**src/hw/rtl/bpfa_pkg.sv**
```systemverilog
// ----------------------------------------------------------------------------
// bpfa_pkg
// Shared widths, codes, payload types and control links of the bitmap page
// frame allocator.
// ----------------------------------------------------------------------------
package bpfa_pkg;

   localparam int OP_W     = 2;
   localparam int FRAME_FW = 12;
   localparam int ADDR_W   = 24;
   localparam int STATUS_W = 2;
   localparam int FREE_W   = 25;
   localparam int TOTAL_W  = 13;

   localparam int TOTAL_RESET = 4096;

   localparam int MAX_FRAMES_DEF      = 4096;
   localparam int PAGE_SHIFT_DEF      = 12;
   localparam int FRAMES_PER_WORD_DEF = 8;
   localparam int RAM_WIDTH_DEF       = 8;
   localparam int RAM_DEPTH_DEF       = 512;

   localparam logic [OP_W-1:0] OP_ALLOC     = 2'd0;
   localparam logic [OP_W-1:0] OP_FREE_ADDR = 2'd1;
   localparam logic [OP_W-1:0] OP_MARK_USED = 2'd2;
   localparam logic [OP_W-1:0] OP_MARK_FREE = 2'd3;

   localparam logic [STATUS_W-1:0] STATUS_OK    = 2'd0;
   localparam logic [STATUS_W-1:0] STATUS_OOM   = 2'd1;
   localparam logic [STATUS_W-1:0] STATUS_RANGE = 2'd2;

   typedef struct packed {
      logic [OP_W-1:0]     operation;
      logic [FRAME_FW-1:0] frame;
      logic [ADDR_W-1:0]   address;
   } req_type;

   typedef struct packed {
      logic [ADDR_W-1:0]   block_address;
      logic [STATUS_W-1:0] status;
      logic                changed;
      logic [FREE_W-1:0]   free_bytes;
   } rsp_type;

   typedef struct packed {
      logic clear_wr;
      logic load_req;
      logic res_oom;
      logic res_range;
      logic map_rd;
      logic modify;
      logic scan_start;
      logic scan_rd;
      logic scan_next;
      logic alloc_hit;
      logic rsp_load;
   } cmd_type;

   typedef struct packed {
      logic sweep_last;
      logic op_alloc;
      logic alloc_oom;
      logic in_range;
      logic word_free;
      logic scan_last;
      logic rsp_free;
   } sts_type;

endpackage

```
**src/hw/rtl/bpfa_ctrl.sv**
```systemverilog
// ----------------------------------------------------------------------------
// bpfa_ctrl
// Sequencer: map clearing pass, request decode, word scan for allocation,
// read-modify-write for mark and free, result hand-off.
// ----------------------------------------------------------------------------
module bpfa_ctrl (
   input  logic              clock,
   input  logic              reset,
   input  logic              csr_wr_en,
   input  logic              req_valid,
   output logic              req_stall,
   input  bpfa_pkg::sts_type sts,
   output bpfa_pkg::cmd_type cmd
);
   import bpfa_pkg::*;

   localparam int STATE_W = 4;
   localparam logic [STATE_W-1:0] S_CLEAR    = 4'd0;
   localparam logic [STATE_W-1:0] S_IDLE     = 4'd1;
   localparam logic [STATE_W-1:0] S_START    = 4'd2;
   localparam logic [STATE_W-1:0] S_RD       = 4'd3;
   localparam logic [STATE_W-1:0] S_MOD      = 4'd4;
   localparam logic [STATE_W-1:0] S_SCAN_RD  = 4'd5;
   localparam logic [STATE_W-1:0] S_SCAN_CHK = 4'd6;
   localparam logic [STATE_W-1:0] S_DONE     = 4'd7;

   logic [STATE_W-1:0] state_ff;
   logic [STATE_W-1:0] state_in;

   always_comb begin
      state_in  = state_ff;
      cmd       = '0;
      req_stall = (state_ff != S_IDLE) || csr_wr_en;
      unique case (state_ff)
         S_CLEAR: begin
            cmd.clear_wr = 1'b1;
            if (sts.sweep_last) begin
               state_in = S_IDLE;
            end
         end
         S_IDLE: begin
            if (req_valid && !csr_wr_en) begin
               cmd.load_req = 1'b1;
               state_in     = S_START;
            end
         end
         S_START: begin
            if (sts.op_alloc) begin
               if (sts.alloc_oom) begin
                  cmd.res_oom = 1'b1;
                  state_in    = S_DONE;
               end else begin
                  cmd.scan_start = 1'b1;
                  state_in       = S_SCAN_RD;
               end
            end else if (!sts.in_range) begin
               cmd.res_range = 1'b1;
               state_in      = S_DONE;
            end else begin
               state_in = S_RD;
            end
         end
         S_RD: begin
            cmd.map_rd = 1'b1;
            state_in   = S_MOD;
         end
         S_MOD: begin
            cmd.modify = 1'b1;
            state_in   = S_DONE;
         end
         S_SCAN_RD: begin
            cmd.scan_rd = 1'b1;
            state_in    = S_SCAN_CHK;
         end
         S_SCAN_CHK: begin
            if (sts.word_free) begin
               cmd.alloc_hit = 1'b1;
               state_in      = S_DONE;
            end else if (sts.scan_last) begin
               cmd.res_oom = 1'b1;
               state_in    = S_DONE;
            end else begin
               cmd.scan_next = 1'b1;
               state_in      = S_SCAN_RD;
            end
         end
         S_DONE: begin
            if (sts.rsp_free) begin
               cmd.rsp_load = 1'b1;
               state_in     = S_IDLE;
            end
         end
         default: begin
            state_in = S_CLEAR;
         end
      endcase
      if (csr_wr_en) begin
         state_in = S_CLEAR;
      end
   end

   always_ff @(posedge clock) begin
      if (reset) begin
         state_ff <= S_CLEAR;
      end else begin
         state_ff <= state_in;
      end
   end

`ifndef SYNTHESIS
   a_cfg_restart: assert property (@(posedge clock) disable iff (reset)
      csr_wr_en |=> state_ff == S_CLEAR)
      else $error("total write did not restart the clearing pass");
   a_req_start: assert property (@(posedge clock) disable iff (reset)
      cmd.load_req |=> state_ff == S_START)
      else $error("accepted request did not enter decode");
`endif

endmodule

```
**config.mk**
```make
export PLATFORM = sky130hd
export DESIGN_NAME = bpfa_ctrl
export DESIGN_NICKNAME = d
export VERILOG_FILES = /design/src/hw/rtl/bpfa_pkg.sv /design/src/hw/rtl/bpfa_ctrl.sv
export SDC_FILE = /design/constraint.sdc
export NUM_CORES = 1
export LEC_CHECK = 0
export BUFFER_PORTS_ARGS = -buffer_cell sky130_fd_sc_hd__buf_2
export CAP_MARGIN = 5
export CORE_AREA = 2 2 39 41
export CTS_CLUSTER_SIZE = 10
export DETAILED_ROUTE_END_ITERATION = 7
export DIE_AREA = 0 0 41 43
export GPL_ROUTABILITY_DRIVEN = 1
export PLACE_DENSITY = 0.56
export SETUP_SLACK_MARGIN = 0.4
export SLEW_MARGIN = 25
export SYNTH_ARGS = -nofsm -noshare
export SYNTH_HDL_FRONTEND = slang
export SYNTH_SLANG_ARGS = --single-unit
```
**constraint.sdc**
```tcl
create_clock -name clock -period 1.4 [get_ports clock]
set_input_delay 0.35 -clock clock [delete_from_list [all_inputs] [get_ports clock]]
set_output_delay 0.35 -clock clock [all_outputs]
set_load 0.03 [all_outputs]
```
# --- After elaboration in Yosys (flattened, before gate mapping) ---
# Cells that the tools add are included.
word_totals:
  register_bits: 4
  output_inout_bits: 12
  word_cells: 50
  inputBits: 11
classes:
  reduce_logical: 6
  n_mux: 32
  n_eq_ne: 11
ops:
  columns: ["operator", "count"]
  rows:
  - ["4-bit case mux with 8 select lines", 1]
  - ["1-bit 2-to-1 mux", 21]
  - ["4-bit 2-to-1 mux", 5]
  - ["4-bit by 3-bit == test with 1-bit output (second input constant)", 4]
  - ["4-bit by 2-bit == test with 1-bit output (second input constant)", 2]
  - ["2-bit 2-to-1 mux", 3]
  - ["2-bit != test (second input constant)", 3]
  - ["4-bit by 1-bit == test with 1-bit output (second input constant)", 1]
  - ["4-bit zero test", 1]
  - ["4-bit by 1-bit != test with 1-bit output (second input constant)", 1]
  - ["3-bit 2-to-1 mux", 1]
  - ["3-bit AND reduction", 1]
  - ["1-bit case mux with 2 select lines", 1]
  - ["2-bit OR reduction", 1]
  - ["1-bit logical AND", 1]
  - ["1-bit zero test", 1]
  - ["1-bit logical OR", 1]

# --- Longest topological paths before layout ---
# Gate-level depths: netlist of the first run.
depth:
  ltp_word: 4
  mapped_depth: 5
  depth_no_buf: 4

# --- Worst setup path before layout of the first run ---
# Ideal clock, no wire load.
synth_path:
  kind: "register to output"
  from: "register state_ff[1]"
  to: "output port cmd[4] in the netlist's numbering"
  setup_slack_ns: -0.496
  required_ns: 1.050
  stages_incl_launch_ff: 4
  arrival_ns: 1.546
  path_buffers: 1
  cell_sequence: "dfxtp_1 buf_2 nand2_1 nor4_1"
synth_lines:
  columns: ["element", "line", "source"]
  rows:
  - ["from (decl)", "bpfa_ctrl.sv:27", "logic [STATE_W-1:0] state_ff;"]
  - ["from (signal assigned)", "bpfa_ctrl.sv:106", "state_ff <= state_in;"]
  - ["to (decl)", "bpfa_ctrl.sv:13", "output bpfa_pkg::cmd_type cmd"]

# --- Worst setup path after layout of the first run ---
layout_path:
  from: "register state_ff[1]"
  to: "output port req_stall"
layout_via:
  elab_chain_len: 2
layout_lines:
  columns: ["element", "line", "source"]
  rows:
  - ["4-bit by 1-bit != test with 1-bit output", "bpfa_ctrl.sv:33", "req_stall = (state_ff != S_IDLE) || csr_wr_en;"]
  - ["1-bit logical OR", "bpfa_ctrl.sv:33", null]
  - ["to (decl)", "bpfa_ctrl.sv:11", "output logic req_stall,"]
# No other way between the ends.

==> results of run 1 <==
## repair_timing
item / CTS / global route
setup buffers: 8 / 0
setup endpoints to repair: 15 / 14
pin swaps: 4 / 2
gates resized for setup: 33 / 8
## metal layers
layer,up-vias,global-route usage (%),share of wire [%]
met5,-,0,0
met4,0,4.000,0
met3,0,3.141,4.4
met2,13,24.38,50
met1,218,20.19,45
li1,243,-,-
## critical path, stage by stage, from the launching register on
cell and delay (ns):
sky130_fd_sc_hd__dfxtp_4 0.37, sky130_fd_sc_hd__nor2_4 0.12, sky130_fd_sc_hd__nand2_2 0.07, sky130_fd_sc_hd__or2_4 0.23, sky130_fd_sc_hd__buf_6 0.13
## per-stage QoR
step | worst slack (ns) | util [%] | total power, uW | instance area, um2
2_1_floorplan | 0.05900 | - | 177.4 | 449.2
3_3_place_gp | -0.001977 | 43.31 | 219.2 | 599.3
3_5_place_dp | -0.03034 | 43.31 | 220.6 | 599.3
4_1_cts | -0.09417 | 56.60 | 411.7 | 783.3
5_1_grt | -0.1499 | 58.68 | 443.8 | 812.0
6_report | -0.09968 | 58.68 | 414.8 | 812.0
## layout make-up
type,instances,area (um2),area share [%]
sequential,3,71.32,8.783
clock buffer,4,26.28,3.236
inverter,4,20.02,2.465
multi-input combinational,37,345.3,42.53
timing repair buffer,36,329.1,40.52
tap,16,20.02,2.465
## path summary, 6_finish.rpt
kind | end | from | depth (start not counted) | slack [ns]
worst max-delay path | req_stall | state_ff[1] | 4 | -0.1
worst min-delay path | state_ff[2] | reset | 2 | 0.31
worst max register to register | state_ff[1] | state_ff[1] | 10 | 0
worst min register to register | state_ff[0] | state_ff[0] | 1 | 0.54
## cells by family (layout without fill, tap and decap cells)
family / Yosys count / count (layout) / synth area share [%]
buffers and inverters: 7 / 44 / 10.74
flip-flops: 3 / 3 / 19.84
AND/OR/NAND/NOR: 28 / 28 / 49.59
AO/OA/AOI/OAI: 9 / 9 / 19.83
## power by group
part | internal (uW) | leakage, uW | switching [uW]
Clock | 107 | 0.0000150 | 41.5
Sequential | 87.1 | 0.0000267 | 11.5
Combinational | 86.1 | 0.000309 | 81.9
## cells in the mapped netlist, types with 2 or more instances
library cell and count:
sky130_fd_sc_hd__nor4_1 3, sky130_fd_sc_hd__inv_1 4, sky130_fd_sc_hd__a21oi_1 4, sky130_fd_sc_hd__dfxtp_1 3
sky130_fd_sc_hd__nand3b_1 2, sky130_fd_sc_hd__buf_2 2, sky130_fd_sc_hd__nor2_1 7, sky130_fd_sc_hd__nand2_1 7
sky130_fd_sc_hd__and4_1 2
==> reports/summary.md, run 1 <==
Floorplanning
* **total die area** 1763 um2
* **site row count** 14
* **Die Wd** 41 um
* **ports placed on the boundary** 23
* **Floorplan Core Area** 1384 um2
* **initial standard-cell utilization of the core** 21.88%
* **Die Y-Extent** 43 um

GRT
* **pin count of the biggest net entering global routing** 8
* **number of global-route vias before repair** 470
* **Tot GR Track Use** 15.35%
* **number of antenna violations at the first check in global routing** 0
* **global-route wire length before repair** 1876 um
* **remaining global-route overflow** 0

STA
* **minimum clock period** 1.500 ns
* **setup-violating endpoint count in the final report** 13
* **setup repair after global routing missed its margin** true
* **count of final hold-check violations** 0
* **setup ws final** -0.09968 ns
* **number of slew-limit violations in the final report** 0
* **Fmax** 666.8 MHz
* **final worst clock skew** 0.0005793 ns
* **worst hold margin** 0.3085 ns
* **transition time at the pin with the least slew margin** 0.1909 ns
* **setup TNS** -0.6878 ns
* **post-route fraction of the period consumed by the critical path** 107.1%
* **remaining max-slew budget at the tightest pin** 87.16%

Finish
* **number of flip-flops under the largest register name** 3
* **register ranked first by flip-flop count** state_ff
* **relative area change from synthesis to final layout** 168.2%
* **commonest non-fill, non-tap cells in the layout** sky130_fd_sc_hd__buf_6 (19), sky130_fd_sc_hd__buf_2 (10), sky130_fd_sc_hd__buf_4 (6)
* **fraction of layout cells with a size suffix above 1** 75.00%
* **net total in the final layout** 96
* **fill cell count** 134
* **count of inserted antenna diode cells** 0
* **most common library cell in the layout ignoring fill and taps** sky130_fd_sc_hd__buf_6
* **count of placed standard cells in the final layout, fillers left out** 100
* **biggest registers after layout** state_ff x3

Synthesis
* **number of unique standard cell types used by synthesis** 22
* **fraction of synthesis flops using an asynchronous set or reset pin** 0%
* **proportion of synthesized chip area in sequential cells** 19.83%
* **count of flip-flops with a built-in enable after synthesis** 0
* **post-synth top area cell** sky130_fd_sc_hd__dfxtp_1
* **FF+latch count, synth** 3
* **largest cells by area after synthesis** sky130_fd_sc_hd__dfxtp_1 (20%), sky130_fd_sc_hd__nand2_1 (8.7%), sky130_fd_sc_hd__nor2_1 (8.7%), sky130_fd_sc_hd__a21oi_1 (6.6%), sky130_fd_sc_hd__nor4_1 (6.2%)
* **number of cells produced by synthesis** 47
* **Yosys top cell area share** 19.83%
* **summed instance area of the synthesized netlist** 302.8 um2
* **Synth Warn #** 0
* **Avg Inst Size Synth** 6.442 um2
* **dominant synthesized flop cell** sky130_fd_sc_hd__dfxtp_1
* **Mapped Nets** 58

Status
* **run status** finished with violations
* **violated checks** negative setup slack

Clock tree
* **Hold Buf Count CTS** 0
* **number of H-tree levels** 1
* **TritonCTS clock tree** built
* **clk root buf** sky130_fd_sc_hd__clkbuf_4
* **Clock Sink Count** 3
* **Inserted Clock Buffers** 3
* **Clock Path Buffers** 2
* **Worst-path clk slew** 0.04 ns
* **Skew-Pair Late Insertion Delay** 0.23 ns

Worst setup path
* **crit path capture type** primary output
* **required time at the endpoint of the critical path** 1.05 ns
* **largest fanout of any net on the critical path** 5
* **CP arrival** 1.15 ns
* **type of origin of the critical path** register
* **Setup CP Type** register to primary output

Routing
* **Via density** 4.740
* **count of nets left with antenna violations after detail routing** 0
* **detailed-route via count** 474
* **starting DRC count in detailed routing** 6
* **detailed-routing iteration count for the pre-antenna-repair pass** 3
* **WL/cell** 11.46 um
* **drc violations** 0
* **routed wire length** 1146 um

Placement
* **cell total after placement** 88
* **placer's final routability congestion estimate** 0.7552
* **PortBufs** 22
* **Detailed Place HPWL** 798.8 um

Pwr
* **IR drop worst, VDD** 0.0006025 V
* **Pwr Density** 510.8 nW/um2
* **standby leakage power** 0.0003509 uW

Job
* **MaxCap Viol Count** 0

Min path
* **worst min-delay path class** input pin to register

No activity file was read; power rests on OpenSTA's default activity.
==> run 2, diff against run 1 <==
Clock period 1.4 ns to 1.73 ns, I/O delays scaled along.
==> reports/summary.md, run 2 (same netlist as run 1, synthesis figures left out) <==
Status
* **run status** finished clean

Clock tree
* **clk root buf** sky130_fd_sc_hd__clkbuf_4
* **Clock Path Buffers** 2, unchanged
* **number of H-tree levels** 1, unchanged
* **Clock Sink Count** 3, unchanged
* **TritonCTS clock tree** built
* **Inserted Clock Buffers** 3, unchanged
* **Skew-Pair Late Insertion Delay** 0.24 ns, about the same
* **Worst-path clk slew** 0.04 ns, about the same

GRT
* **pin count of the biggest net entering global routing** 8, unchanged
* **remaining global-route overflow** 0, unchanged
* **Tot GR Track Use** 15.08%, -0.27 points
* **global-route wire length before repair** 1842 um, -1.8%
* **number of antenna violations at the first check in global routing** 0, unchanged
* **number of global-route vias before repair** 431, -8.3%

Finish
* **net total in the final layout** 95, -1.0%
* **count of placed standard cells in the final layout, fillers left out** 99, -1.0%
* **area of the multi-input gates** 314.1 um2, -9.1%
* **area used by sequential logic in the layout** 71.32 um2, unchanged
* **fill cell count** 128, -4.5%
* **core occupancy in the finished layout** 55.15%, -3.5 points
* **register ranked first by flip-flop count** state_ff
* **relative area change from synthesis to final layout** 152.1%
* **biggest registers after layout** state_ff x3
* **fraction of layout cells with a size suffix above 1** 68.67%, -6.3 points
* **count of inserted antenna diode cells** 0, unchanged
* **number of flip-flops under the largest register name** 3, unchanged
* **most common library cell in the layout ignoring fill and taps** sky130_fd_sc_hd__buf_6
* **commonest non-fill, non-tap cells in the layout** sky130_fd_sc_hd__buf_6 (13), sky130_fd_sc_hd__buf_2 (10), sky130_fd_sc_hd__buf_4 (10)

Routing
* **routed wire length** 1212 um, +5.8%
* **Via density** 4.970, +4.8%
* **detailed-route via count** 492, +3.8%
* **count of nets left with antenna violations after detail routing** 0, unchanged
* **drc violations** 0, unchanged
* **starting DRC count in detailed routing** 11, +5
* **detailed-routing iteration count for the pre-antenna-repair pass** 6, +3
* **WL/cell** 12.24 um, +6.8%

STA
* **remaining max-slew budget at the tightest pin** 83.31%, -3.8 points
* **number of slew-limit violations in the final report** 0, unchanged
* **post-route fraction of the period consumed by the critical path** 94.13%
* **setup repair after global routing missed its margin** true
* **transition time at the pin with the least slew margin** 0.2481 ns, +0.05719 ns
* **Fmax** 614.1 MHz
* **setup TNS** 0 ns, +0.6878 ns
* **setup-violating endpoint count in the final report** 0, -13
* **worst hold margin** 0.3747 ns, +0.06623 ns
* **count of final hold-check violations** 0, unchanged
* **minimum clock period** 1.628 ns
* **final worst clock skew** 0.001488 ns, +0.0009084 ns

Floorplanning
* **initial standard-cell utilization of the core** 21.88%, unchanged
* **site row count** 14, unchanged
* **ports placed on the boundary** 23, unchanged
* **Die Y-Extent** 43 um, unchanged
* **total die area** 1763 um2, unchanged
* **Die Wd** 41 um, unchanged
* **Floorplan Core Area** 1384 um2, unchanged

Worst setup path
* **CP arrival** 1.20 ns, +0.05 ns
* **type of origin of the critical path** register
* **Slowest cell on crit path** sky130_fd_sc_hd__dfxtp_4
* **critical-path cell list** buf_12, buf_4, nor3_4, buf_6
* **Setup CP Type** register to primary output
* **required time at the endpoint of the critical path** 1.30 ns, +0.25 ns
* **largest fanout of any net on the critical path** 6, +1
* **crit path capture type** primary output
* **delay contributed by the slowest stage of the critical path** 0.37 ns, about the same

Pwr
* **Pwr Density** 432.9 nW/um2, -15%
* **total power draw** 330.4 uW, -20%
* **IR drop worst, VDD** 0.0004590 V, -24%
* **standby leakage power** 0.0003345 uW, -4.7%

Placement
* **PortBufs** 22, unchanged
* **Detailed Place HPWL** 734.7 um, -8.0%
* **cell total after placement** 85, -3.4%
* **placer's final routability congestion estimate** 0.7769, +2.9%

Min path
* **worst min-delay path class** input pin to register

Job
* **MaxCap Viol Count** 0, unchanged

[run 2: cell count changes in the layout (fill, tap and decap cells not counted), sizes merged]
cell,previous run,this run
buf,36,35
[run 2: final cells by class]
| type | instances | area share (%) |
|---|---|---|
| well taps | 16 | 2.623 |
| flip-flops and latches | 3 | 9.344 |
| clock buffers | 4 | 3.443 |
| repair buffers | 35 | 40.82 |
| multi-input cells | 37 | 41.15 |
| inverters | 4 | 2.623 |
[run 2: report_power, final]
| group | leakage, uW | switching (uW) | total [uW] | internal, uW |
|---|---|---|---|---|
| registers | 0.0000267 | 7.98 | 78.4 | 70.4 |
| logic | 0.000293 | 63.1 | 124 | 61.0 |
| clock network | 0.0000150 | 41.1 | 128 | 86.7 |
[run 2: metal layers]
layer	part of all wire, %	GRT usage [%]
met1	38	20.00
met2	57	22.81
met3	5.0	6.283
met4	0	2.000
met5	0	0
[run 2: worst max-delay path: cells and delay by family (launching register included)]
family,cells,cell delay [ns]
buffers and inverters,3,0.44
flip-flops,1,0.37
AND/OR/NAND/NOR,1,0.15
[run 2: stage by stage]
step / area, um2 / worst slack, ns
2_1_floorplan: 404.1 / 0.3015
3_3_place_gp: 523.0 / 0.1852
3_5_place_dp: 523.0 / 0.1654
4_1_cts: 729.5 / 0.1119
5_1_grt: 763.2 / 0.05948
6_report: 763.2 / 0.1016
[run 2: what timing repair did]
action                                  in CTS  in global routing
gates cloned                                 0                  0
gates resized for setup                     34                  3
hold buffers                                 0                  0
endpoints found under the setup margin      12                 12
pin swaps                                    5                  3
hold endpoints to repair                     0                  0
setup buffers                                7                  3
[run 2: worst paths after layout]
check / from / to / slack (ns) / cells after the start
max: state_ff[2] / cmd[10] / 0.10 / 4
min: reset / state_ff[2] / 0.37 / 2
max reg2reg: state_ff[2] / state_ff[1] / 0.46 / 5
min reg2reg: state_ff[0] / state_ff[0] / 0.53 / 1
